==> config.mk <==
export PLATFORM = sky130hd
export DESIGN_NAME = utf8_to_utf16_decoder_core
export DESIGN_NICKNAME = d
export VERILOG_FILES = /design/src/rtl/u2u_pkg.sv /design/src/rtl/u2u_front.sv /design/src/rtl/u2u_queue.sv /design/src/rtl/u2u_back.sv /design/src/rtl/utf8_to_utf16_decoder_core.sv
export SDC_FILE = /design/constraint.sdc
export NUM_CORES = 1
export LEC_CHECK = 0
export ABC_AREA = 1
export BUFFER_PORTS_ARGS = -buffer_cell sky130_fd_sc_hd__buf_2
export CORE_MARGIN = 4
export CORE_UTILIZATION = 45
export CTS_CLUSTER_SIZE = 8
export DETAILED_ROUTE_END_ITERATION = 7
export PLACE_DENSITY_LB_ADDON = 0.15
export SLEW_MARGIN = 0
export SYNTH_ARGS = -nofsm -noshare
export SYNTH_HDL_FRONTEND = slang
export SYNTH_SLANG_ARGS = --single-unit
==> constraint.sdc <==
create_clock -name clk -period 6.77 [get_ports clk]
set_input_delay 0.677 -clock clk [delete_from_list [all_inputs] [get_ports clk]]
set_output_delay 0.677 -clock clk [all_outputs]
set_load 0.02 [all_outputs]
==> src/rtl/u2u_pkg.sv <==
// ----------------------------------------------------------------------------
// u2u_pkg
// Shared types and constants for the UTF-8 to UTF-16 decoder core.
// ----------------------------------------------------------------------------
package u2u_pkg;

  // Input transaction: one byte of UTF-8 text
  typedef struct packed {
    logic [7:0] text_byte;
    logic       string_end;
  } in_t;

  // Output transaction: one UTF-16 code unit
  typedef struct packed {
    logic [15:0] code_unit;
    logic        run_last;
  } out_t;

  // Kind of multi-byte sequence in progress
  typedef enum logic [1:0] {
    KIND_IDLE  = 2'd0,
    KIND_TWO   = 2'd1,
    KIND_THREE = 2'd2,
    KIND_FOUR  = 2'd3
  } seq_kind_t;

  // Completed sequence handed from front to back
  typedef struct packed {
    logic [20:0] value;
    logic        pair;
  } qent_t;

  // Front status, visible to the top level
  typedef struct packed {
    seq_kind_t  kind;
    logic [1:0] pending;
  } front_stat_t;

  // Back status, visible to the top level
  typedef struct packed {
    logic trail_pending;
  } back_stat_t;

  // Lead byte classes
  localparam logic [7:0] LEAD_TWO_MIN   = 8'h80;
  localparam logic [7:0] LEAD_THREE_MIN = 8'h80 + 8'h40 + 8'h20;
  localparam logic [7:0] LEAD_FOUR_MIN  = 8'hF0;

  // Payload masks
  localparam logic [7:0] MASK_CONT_WIDE = 8'h7F;
  localparam logic [7:0] MASK_CONT_FOUR = 8'h3F;
  localparam logic [7:0] MASK_LEAD_TWO  = 8'h1F;
  localparam logic [7:0] MASK_LEAD_THR  = 8'h0F;
  localparam logic [7:0] MASK_LEAD_FOUR = 8'h07;

  // Surrogate constants
  localparam logic [21:0] SUR_OFFSET     = 22'h010000;
  localparam logic [15:0] SUR_LEAD_BASE  = 16'hD800;
  localparam logic [15:0] SUR_TRAIL_BASE = 16'hDC00;

  // Default depth of the front-to-back queue
  localparam int unsigned Q_DEPTH = 2;

endpackage

==> src/rtl/u2u_front.sv <==
// ----------------------------------------------------------------------------
// u2u_front
// Accepts UTF-8 bytes, tracks the sequence in progress and pushes each
// completed sequence value into the queue.
// ----------------------------------------------------------------------------
module u2u_front (
  input  logic               clk,
  input  logic               rst,
  input  logic               accept,
  input  u2u_pkg::in_t       byte_in,
  output logic               push,
  output u2u_pkg::qent_t     push_ent,
  output u2u_pkg::front_stat_t stat
);
  import u2u_pkg::*;

  seq_kind_t   kind, kind_next;
  logic [1:0]  pending, pending_next;
  logic [20:0] acc, acc_next;

  logic [7:0]  b;
  logic [7:0]  cont_bits;
  logic [20:0] acc_sum;
  logic [1:0]  pend_dec;

  assign b        = byte_in.text_byte;
  assign pend_dec = pending - 2'd1;

  // Continuation payload: six bits in four-byte sequences, seven otherwise
  always_comb begin
    unique case (kind)
      KIND_FOUR: cont_bits = b & MASK_CONT_FOUR;
      default:   cont_bits = b & MASK_CONT_WIDE;
    endcase
  end

  assign acc_sum = {acc[14:0], 6'b0} + {13'b0, cont_bits};

  // State register
  always_ff @(posedge clk) begin
    if (rst) begin
      kind    <= KIND_IDLE;
      pending <= 2'd0;
      acc     <= '0;
    end else begin
      kind    <= kind_next;
      pending <= pending_next;
      acc     <= acc_next;
    end
  end

  // Next state and queue push
  always_comb begin
    kind_next    = kind;
    pending_next = pending;
    acc_next     = acc;
    push         = 1'b0;
    push_ent     = '0;
    if (accept) begin
      if (pending == 2'd0) begin
        // Lead byte
        priority if (b < LEAD_TWO_MIN) begin
          push           = 1'b1;
          push_ent.value = {13'b0, b};
          push_ent.pair  = 1'b0;
          kind_next      = KIND_IDLE;
          pending_next   = 2'd0;
          acc_next       = '0;
        end else if (b < LEAD_THREE_MIN) begin
          kind_next    = KIND_TWO;
          pending_next = 2'd1;
          acc_next     = {13'b0, b & MASK_LEAD_TWO};
        end else if (b < LEAD_FOUR_MIN) begin
          kind_next    = KIND_THREE;
          pending_next = 2'd2;
          acc_next     = {13'b0, b & MASK_LEAD_THR};
        end else begin
          kind_next    = KIND_FOUR;
          pending_next = 2'd3;
          acc_next     = {13'b0, b & MASK_LEAD_FOUR};
        end
        if (byte_in.string_end) begin
          kind_next    = KIND_IDLE;
          pending_next = 2'd0;
          acc_next     = '0;
        end
      end else if (pend_dec != 2'd0) begin
        // Continuation, more to come; string end drops the partial
        kind_next    = kind;
        pending_next = pend_dec;
        acc_next     = acc_sum;
        if (byte_in.string_end) begin
          kind_next    = KIND_IDLE;
          pending_next = 2'd0;
          acc_next     = '0;
        end
      end else begin
        // Final continuation: hand the value to the back
        push           = 1'b1;
        push_ent.value = acc_sum;
        push_ent.pair  = (kind == KIND_FOUR);
        kind_next      = KIND_IDLE;
        pending_next   = 2'd0;
        acc_next       = '0;
      end
    end
  end

  assign stat.kind    = kind;
  assign stat.pending = pending;

endmodule

==> src/rtl/u2u_queue.sv <==
// ----------------------------------------------------------------------------
// u2u_queue
// Short flop-based FIFO of completed sequences between front and back.
// ----------------------------------------------------------------------------
module u2u_queue #(
  parameter int unsigned DEPTH = u2u_pkg::Q_DEPTH
) (
  input  logic                         clk,
  input  logic                         rst,
  input  logic                         push,
  input  u2u_pkg::qent_t               push_ent,
  input  logic                         pop,
  output logic                         head_valid,
  output u2u_pkg::qent_t               head,
  output logic                         full,
  output logic [$clog2(DEPTH+1)-1:0]   level
);
  import u2u_pkg::*;

  localparam int unsigned PTR_W = (DEPTH > 1) ? $clog2(DEPTH) : 1;
  localparam int unsigned LVL_W = $clog2(DEPTH + 1);
  localparam logic [PTR_W-1:0] PTR_LAST = PTR_W'(DEPTH - 1);

  qent_t            mem [DEPTH];
  logic [PTR_W-1:0] wr_ptr;
  logic [PTR_W-1:0] rd_ptr;
  logic [LVL_W-1:0] count;

  logic do_push;
  logic do_pop;

  assign head_valid = (count != '0);
  assign full       = (count == LVL_W'(DEPTH));
  assign do_push    = push && !full;
  assign do_pop     = pop && head_valid;
  assign head       = mem[rd_ptr];
  assign level      = count;

  // Storage
  always_ff @(posedge clk) begin
    if (do_push) begin
      mem[wr_ptr] <= push_ent;
    end
  end

  // Pointers and fill count
  always_ff @(posedge clk) begin
    if (rst) begin
      wr_ptr <= '0;
      rd_ptr <= '0;
      count  <= '0;
    end else begin
      if (do_push) begin
        wr_ptr <= (wr_ptr == PTR_LAST) ? '0 : wr_ptr + PTR_W'(1);
      end
      if (do_pop) begin
        rd_ptr <= (rd_ptr == PTR_LAST) ? '0 : rd_ptr + PTR_W'(1);
      end
      unique case ({do_push, do_pop})
        2'b10:   count <= count + LVL_W'(1);
        2'b01:   count <= count - LVL_W'(1);
        default: count <= count;
      endcase
    end
  end

endmodule

==> src/rtl/u2u_back.sv <==
// ----------------------------------------------------------------------------
// u2u_back
// Pops completed sequences and drives the output register, splitting
// four-byte values into a surrogate pair.
// ----------------------------------------------------------------------------
module u2u_back (
  input  logic                clk,
  input  logic                rst,
  input  logic                head_valid,
  input  u2u_pkg::qent_t      head,
  output logic                pop,
  output logic                unit_valid,
  input  logic                unit_stall,
  output u2u_pkg::out_t       unit_data,
  output u2u_pkg::back_stat_t stat
);
  import u2u_pkg::*;

  logic        trail_pending;
  logic [15:0] trail_unit;

  logic        load_ok;
  logic [21:0] diff;
  logic [25:0] diff_ext;
  logic [15:0] lead_sur;
  logic [15:0] trail_sur;

  // Surrogates: shift of (value - 0x10000) is arithmetic on the wrapped difference
  assign diff      = {1'b0, head.value} - SUR_OFFSET;
  assign diff_ext  = {{4{diff[21]}}, diff};
  assign lead_sur  = diff_ext[25:10] + SUR_LEAD_BASE;
  assign trail_sur = {6'b0, head.value[9:0]} + SUR_TRAIL_BASE;

  assign load_ok = !unit_valid || !unit_stall;
  assign pop     = load_ok && !trail_pending && head_valid;

  // Output register and trail holding register
  always_ff @(posedge clk) begin
    if (rst) begin
      unit_valid    <= 1'b0;
      trail_pending <= 1'b0;
    end else if (load_ok) begin
      if (trail_pending) begin
        unit_valid    <= 1'b1;
        trail_pending <= 1'b0;
      end else if (head_valid) begin
        unit_valid    <= 1'b1;
        trail_pending <= head.pair;
      end else begin
        unit_valid    <= 1'b0;
      end
    end
  end

  // Payload needs no reset
  always_ff @(posedge clk) begin
    if (load_ok) begin
      if (trail_pending) begin
        unit_data.code_unit <= trail_unit;
        unit_data.run_last  <= 1'b1;
      end else if (head_valid) begin
        if (head.pair) begin
          unit_data.code_unit <= lead_sur;
          unit_data.run_last  <= 1'b0;
          trail_unit          <= trail_sur;
        end else begin
          unit_data.code_unit <= head.value[15:0];
          unit_data.run_last  <= 1'b1;
        end
      end
    end
  end

  assign stat.trail_pending = trail_pending;

endmodule

==> src/rtl/utf8_to_utf16_decoder_core.sv <==
// ----------------------------------------------------------------------------
// utf8_to_utf16_decoder_core
// Streams UTF-8 bytes in and UTF-16 code units out.
//
//   channel  direction  handshake               payload
//   byte     in         byte_valid/byte_stall   in_t  {text_byte, string_end}
//   unit     out        unit_valid/unit_stall   out_t {code_unit, run_last}
//
// One byte is taken per clock while byte_stall is low; a completed sequence
// passes through the queue and then the output register of the back end. A
// surrogate pair leaves as lead then trail from the single output register.
// Reset (rst, synchronous) returns the decoder to idle and empties the queue.
// byte_stall rises only when the queue between front and back is full, so
// output stalls reach the input after QDEPTH held entries.
// ----------------------------------------------------------------------------
module utf8_to_utf16_decoder_core #(
  parameter int unsigned QDEPTH = u2u_pkg::Q_DEPTH
) (
  input  logic          clk,
  input  logic          rst,
  input  logic          byte_valid,
  output logic          byte_stall,
  input  u2u_pkg::in_t  byte_data,
  output logic          unit_valid,
  input  logic          unit_stall,
  output u2u_pkg::out_t unit_data
);
  import u2u_pkg::*;

  localparam int unsigned LVL_W = $clog2(QDEPTH + 1);

  logic             accept;
  logic             push;
  qent_t            push_ent;
  logic             pop;
  logic             head_valid;
  qent_t            head;
  logic             full;
  logic [LVL_W-1:0] level;
  front_stat_t      fstat;
  back_stat_t       bstat;

  assign byte_stall = full;
  assign accept     = byte_valid && !byte_stall;

  // Front: classify and gather
  u2u_front u_front (
    .clk      (clk),
    .rst      (rst),
    .accept   (accept),
    .byte_in  (byte_data),
    .push     (push),
    .push_ent (push_ent),
    .stat     (fstat)
  );

  // Queue between front and back
  u2u_queue #(
    .DEPTH (QDEPTH)
  ) u_queue (
    .clk        (clk),
    .rst        (rst),
    .push       (push),
    .push_ent   (push_ent),
    .pop        (pop),
    .head_valid (head_valid),
    .head       (head),
    .full       (full),
    .level      (level)
  );

  // Back: emit units
  u2u_back u_back (
    .clk        (clk),
    .rst        (rst),
    .head_valid (head_valid),
    .head       (head),
    .pop        (pop),
    .unit_valid (unit_valid),
    .unit_stall (unit_stall),
    .unit_data  (unit_data),
    .stat       (bstat)
  );

  // Queue never overfills
  a_level_bound: assert property (@(posedge clk) disable iff (rst)
    level <= LVL_W'(QDEPTH))
    else $error("queue level above depth");

  // String end always leaves the front idle
  a_end_idle: assert property (@(posedge clk) disable iff (rst)
    accept && byte_data.string_end |=> fstat.kind == KIND_IDLE && fstat.pending == 2'd0)
    else $error("front not idle after string end");

  // A held trail surrogate implies a lead on the output
  a_trail_behind_lead: assert property (@(posedge clk) disable iff (rst)
    bstat.trail_pending |-> unit_valid && !unit_data.run_last)
    else $error("trail pending without lead on output");

  // A lead surrogate taken is followed by its trail
  a_pair_follows: assert property (@(posedge clk) disable iff (rst)
    unit_valid && !unit_stall && !unit_data.run_last |=> unit_valid && unit_data.run_last)
    else $error("lead surrogate not followed by trail");

endmodule
==> reports/results.tsv <==
stage	metric	value	unit
outcome	outcome	completed	
worst_setup_path	crit_fanout	23	
cts	post_cts_buffers	0	
floorplan	die_area	11500	um2
global_route	track_usage	0.155	
synth	synth_edf_count	71	
synth	syn_area	4440	um2
synth	synth-seq-cells	97	
finish	mostFrequentLayoutCell	nand2_1	
worst_setup_path	cpPeakStageDelay	850	ps
place	dp_hpwl	6340	um
cts	cts_buffer_depth	2	
route	wl_met1	4050	um
timing	fin_skew	9.93	ps
floorplan	core_area	9420	um2
route	drc	0	
worst_setup_path	cp_cell_sequence	inv_1, ha_1, nand2_1, o21ai_2, nor2_2, inv_4, nor2_2	
synth	async_reset_ff_frac	0	
cts	ctsResizeCount	0	
route	dr_wl_met2	3960	um
route	dr.pass1.iters	4	
worst_setup_path	critPathKind	reg2reg	
global_route	grt_antenna_before_repair	0	
timing	setup_ws	4300	ps
floorplan	start_util	0.471	
timing	setup_viol	0	
cts	insertion_delay	350	ps
global_route	grt_overflow	0	
finish	areaGrowthSynthToFinish	10.5	%
flow_run	drv_cap	0	
synth	avgSynthCellArea	9.25	um2
timing	tightest_slew	1130	ps
synth	synthFlopType	edfxtp_1	
timing	finalCriticalPeriod	2470	ps
route	drt_iter0_markers	130	
worst_setup_path	cp-end-kind	flip-flop	
timing	drv_slew	0	
global_route	grt_max_degree	26	
route	wirelength	8560	um
global_route	grt_pass1_vias	2958	
cts	cts_sinks	97	
cts	h-tree-depth	3	
timing	hold_viol_final	0	
synth	ys_seq_area_frac	0.598	
power_and_ir_drop	vdd_ir_drop_max	157	uV
finish	utilization	0.521	
cts	cts_tree	done	
place	placed_area	4710	um2
worst_setup_path	worstPathArrival	2430	ps
worst_setup_path	crit_family	simple AND/OR/NAND/NOR gates	
cts	hold_buffers	0	
floorplan	die_w	107	um
worst_setup_path	required	6730	ps
worst_setup_path	path_buf_inv	2	
route	dr_total_vias	3233	
route	ant_nets	0	
timing	fin_crit_sh	0.365	
route	viasPerCell	4.98	
route	wl_met3	401	um
place	routabilityCongestion	0.865	
synth	synth_cell_types	39	
finish	drive_above_1_share	0.146	
timing	slew_headroom	0.247	
synth	synth_nets	499	
cts	cts-root-buf	clkbuf_8	
worst_setup_path	crit_path_start_kind	flip-flop	
timing	finalSetupTns	0	ps
timing	fmaxAchievable	0.405	GHz
worst_setup_path	cpMostUsedCell	nor2_2	
synth	yosys_warnings	0	
timing	rsz0062_at_grt	no	
place	io_buffers	31	
finish	final_nets	534	
worst_setup_path	crit_slowest_cell	nor2_2	
finish	fin_area	4900	um2
synth	synthCells	480	
route	routedWlPerCell	13.2	um
cts	cts_made_buffers	9	
route	topRoutingLayerUsed	met4	
worst_hold_path	hold_class	reg2reg	
finish	layout_common_cells	nand2_1, edfxtp_1, nor2_1, inv_1, buf_2	
place	pre_cts_slack	4200	ps
global_route	grt_pass1_wl	14000	um
floorplan	rows	35	
cts	clkTransAtPathRegs	90	ps
floorplan	io_pins	32	
finish	antennaDiodeCount	0	
power_and_ir_drop	power_density	367	nW/um2
floorplan	die_y	107	um
power_and_ir_drop	p_leak	1.94	nW
-- kinds of logic (layout without fill, tap and decap cells) --
| family | count (synthesis) | in the layout | synth area share |
|---|---|---|---|
| AND/OR/NAND/NOR | 261 | 261 | 0.254 |
| flip-flops | 97 | 97 | 0.598 |
| buffers and inverters | 58 | 98 | 0.0558 |
| AO/OA/AOI/OAI | 55 | 55 | 0.0702 |
| adder cells (fa/ha/maj) | 6 | 6 | 0.0169 |
| XOR/XNOR | 3 | 3 | 0.00592 |
-- registers in the layout, indices dropped and copies added (netlist names), named ones only --
signal and flops:
u_queue.mem 44, u_back.unit_data 17, u_front.acc 15, u_back.trail_unit 10, u_front.kind 2, u_front.pending 2
u_queue.level 2, u_back.stat 1, u_back.unit_valid 1, u_queue.rd_ptr 1, u_queue.wr_ptr 1
-- report_power, final --
part,switching [W],internal (W)
logic,0.000408,0.000173
clock network,0.000190,0.000166
registers,0.0000451,0.000818
-- tightest hold or removal path: cells and delay by family, from the launching register on --
kind	cells	cell delay [ps]
flip-flops	1	320
AO/OA/AOI/OAI	2	130
-- final cells by class --
type	instances	area [um2]
Clock buffer	12	166
Clock inverter	4	25.0
Inverter	48	183
Tap cell	129	161
Sequential cell	97	2650
Multi-Input combinational cell	325	1540
Timing Repair Buffer	34	178
Fill cell	885	4510
-- worst paths after layout --
kind	slack [ps]	endpoint	from	cells past startpoint
max	4300	u_queue.mem[1][1]	u_front.pending[0]	7
min	480	u_front.kind[1]	u_front.kind[1]	2
max reg2reg	4300	u_queue.mem[1][1]	u_front.pending[0]	7
min reg2reg	480	u_front.kind[1]	u_front.kind[1]	2
-- per-stage QoR --
stage,instances,hold WS (ps),power [W]
6_report,649,483,0.00180
5_1_grt,649,495,0.00192
4_1_cts,649,484,0.00182
3_5_place_dp,633,470,0.00146
3_3_place_gp,633,458,0.00146
2_1_floorplan,480,444,0.00131
-- synthesized netlist by cell type, types with 4 or more instances --
library cell	n	share of area
a21oi_1	22	0.025
buf_2	4	0.0045
dfxtp_1	26	0.12
edfxtp_1	71	0.48
ha_1	6	0.017
inv_1	41	0.035
inv_2	6	0.0051
nand2_1	156	0.13
nand3_1	25	0.028
nor2_1	54	0.046
nor3_1	4	0.0045
o21ai_0	15	0.017
o21ai_1	5	0.0056
o21bai_1	4	0.0068
or2_2	4	0.0056
-- routing by layer --
metal  up-vias  GRT usage
li1       1647          -
met1      1492      0.213
met2        80      0.250
met3        14     0.0204
met4         0     0.0612
met5         -          0
(Power assumes the default switching activity.)
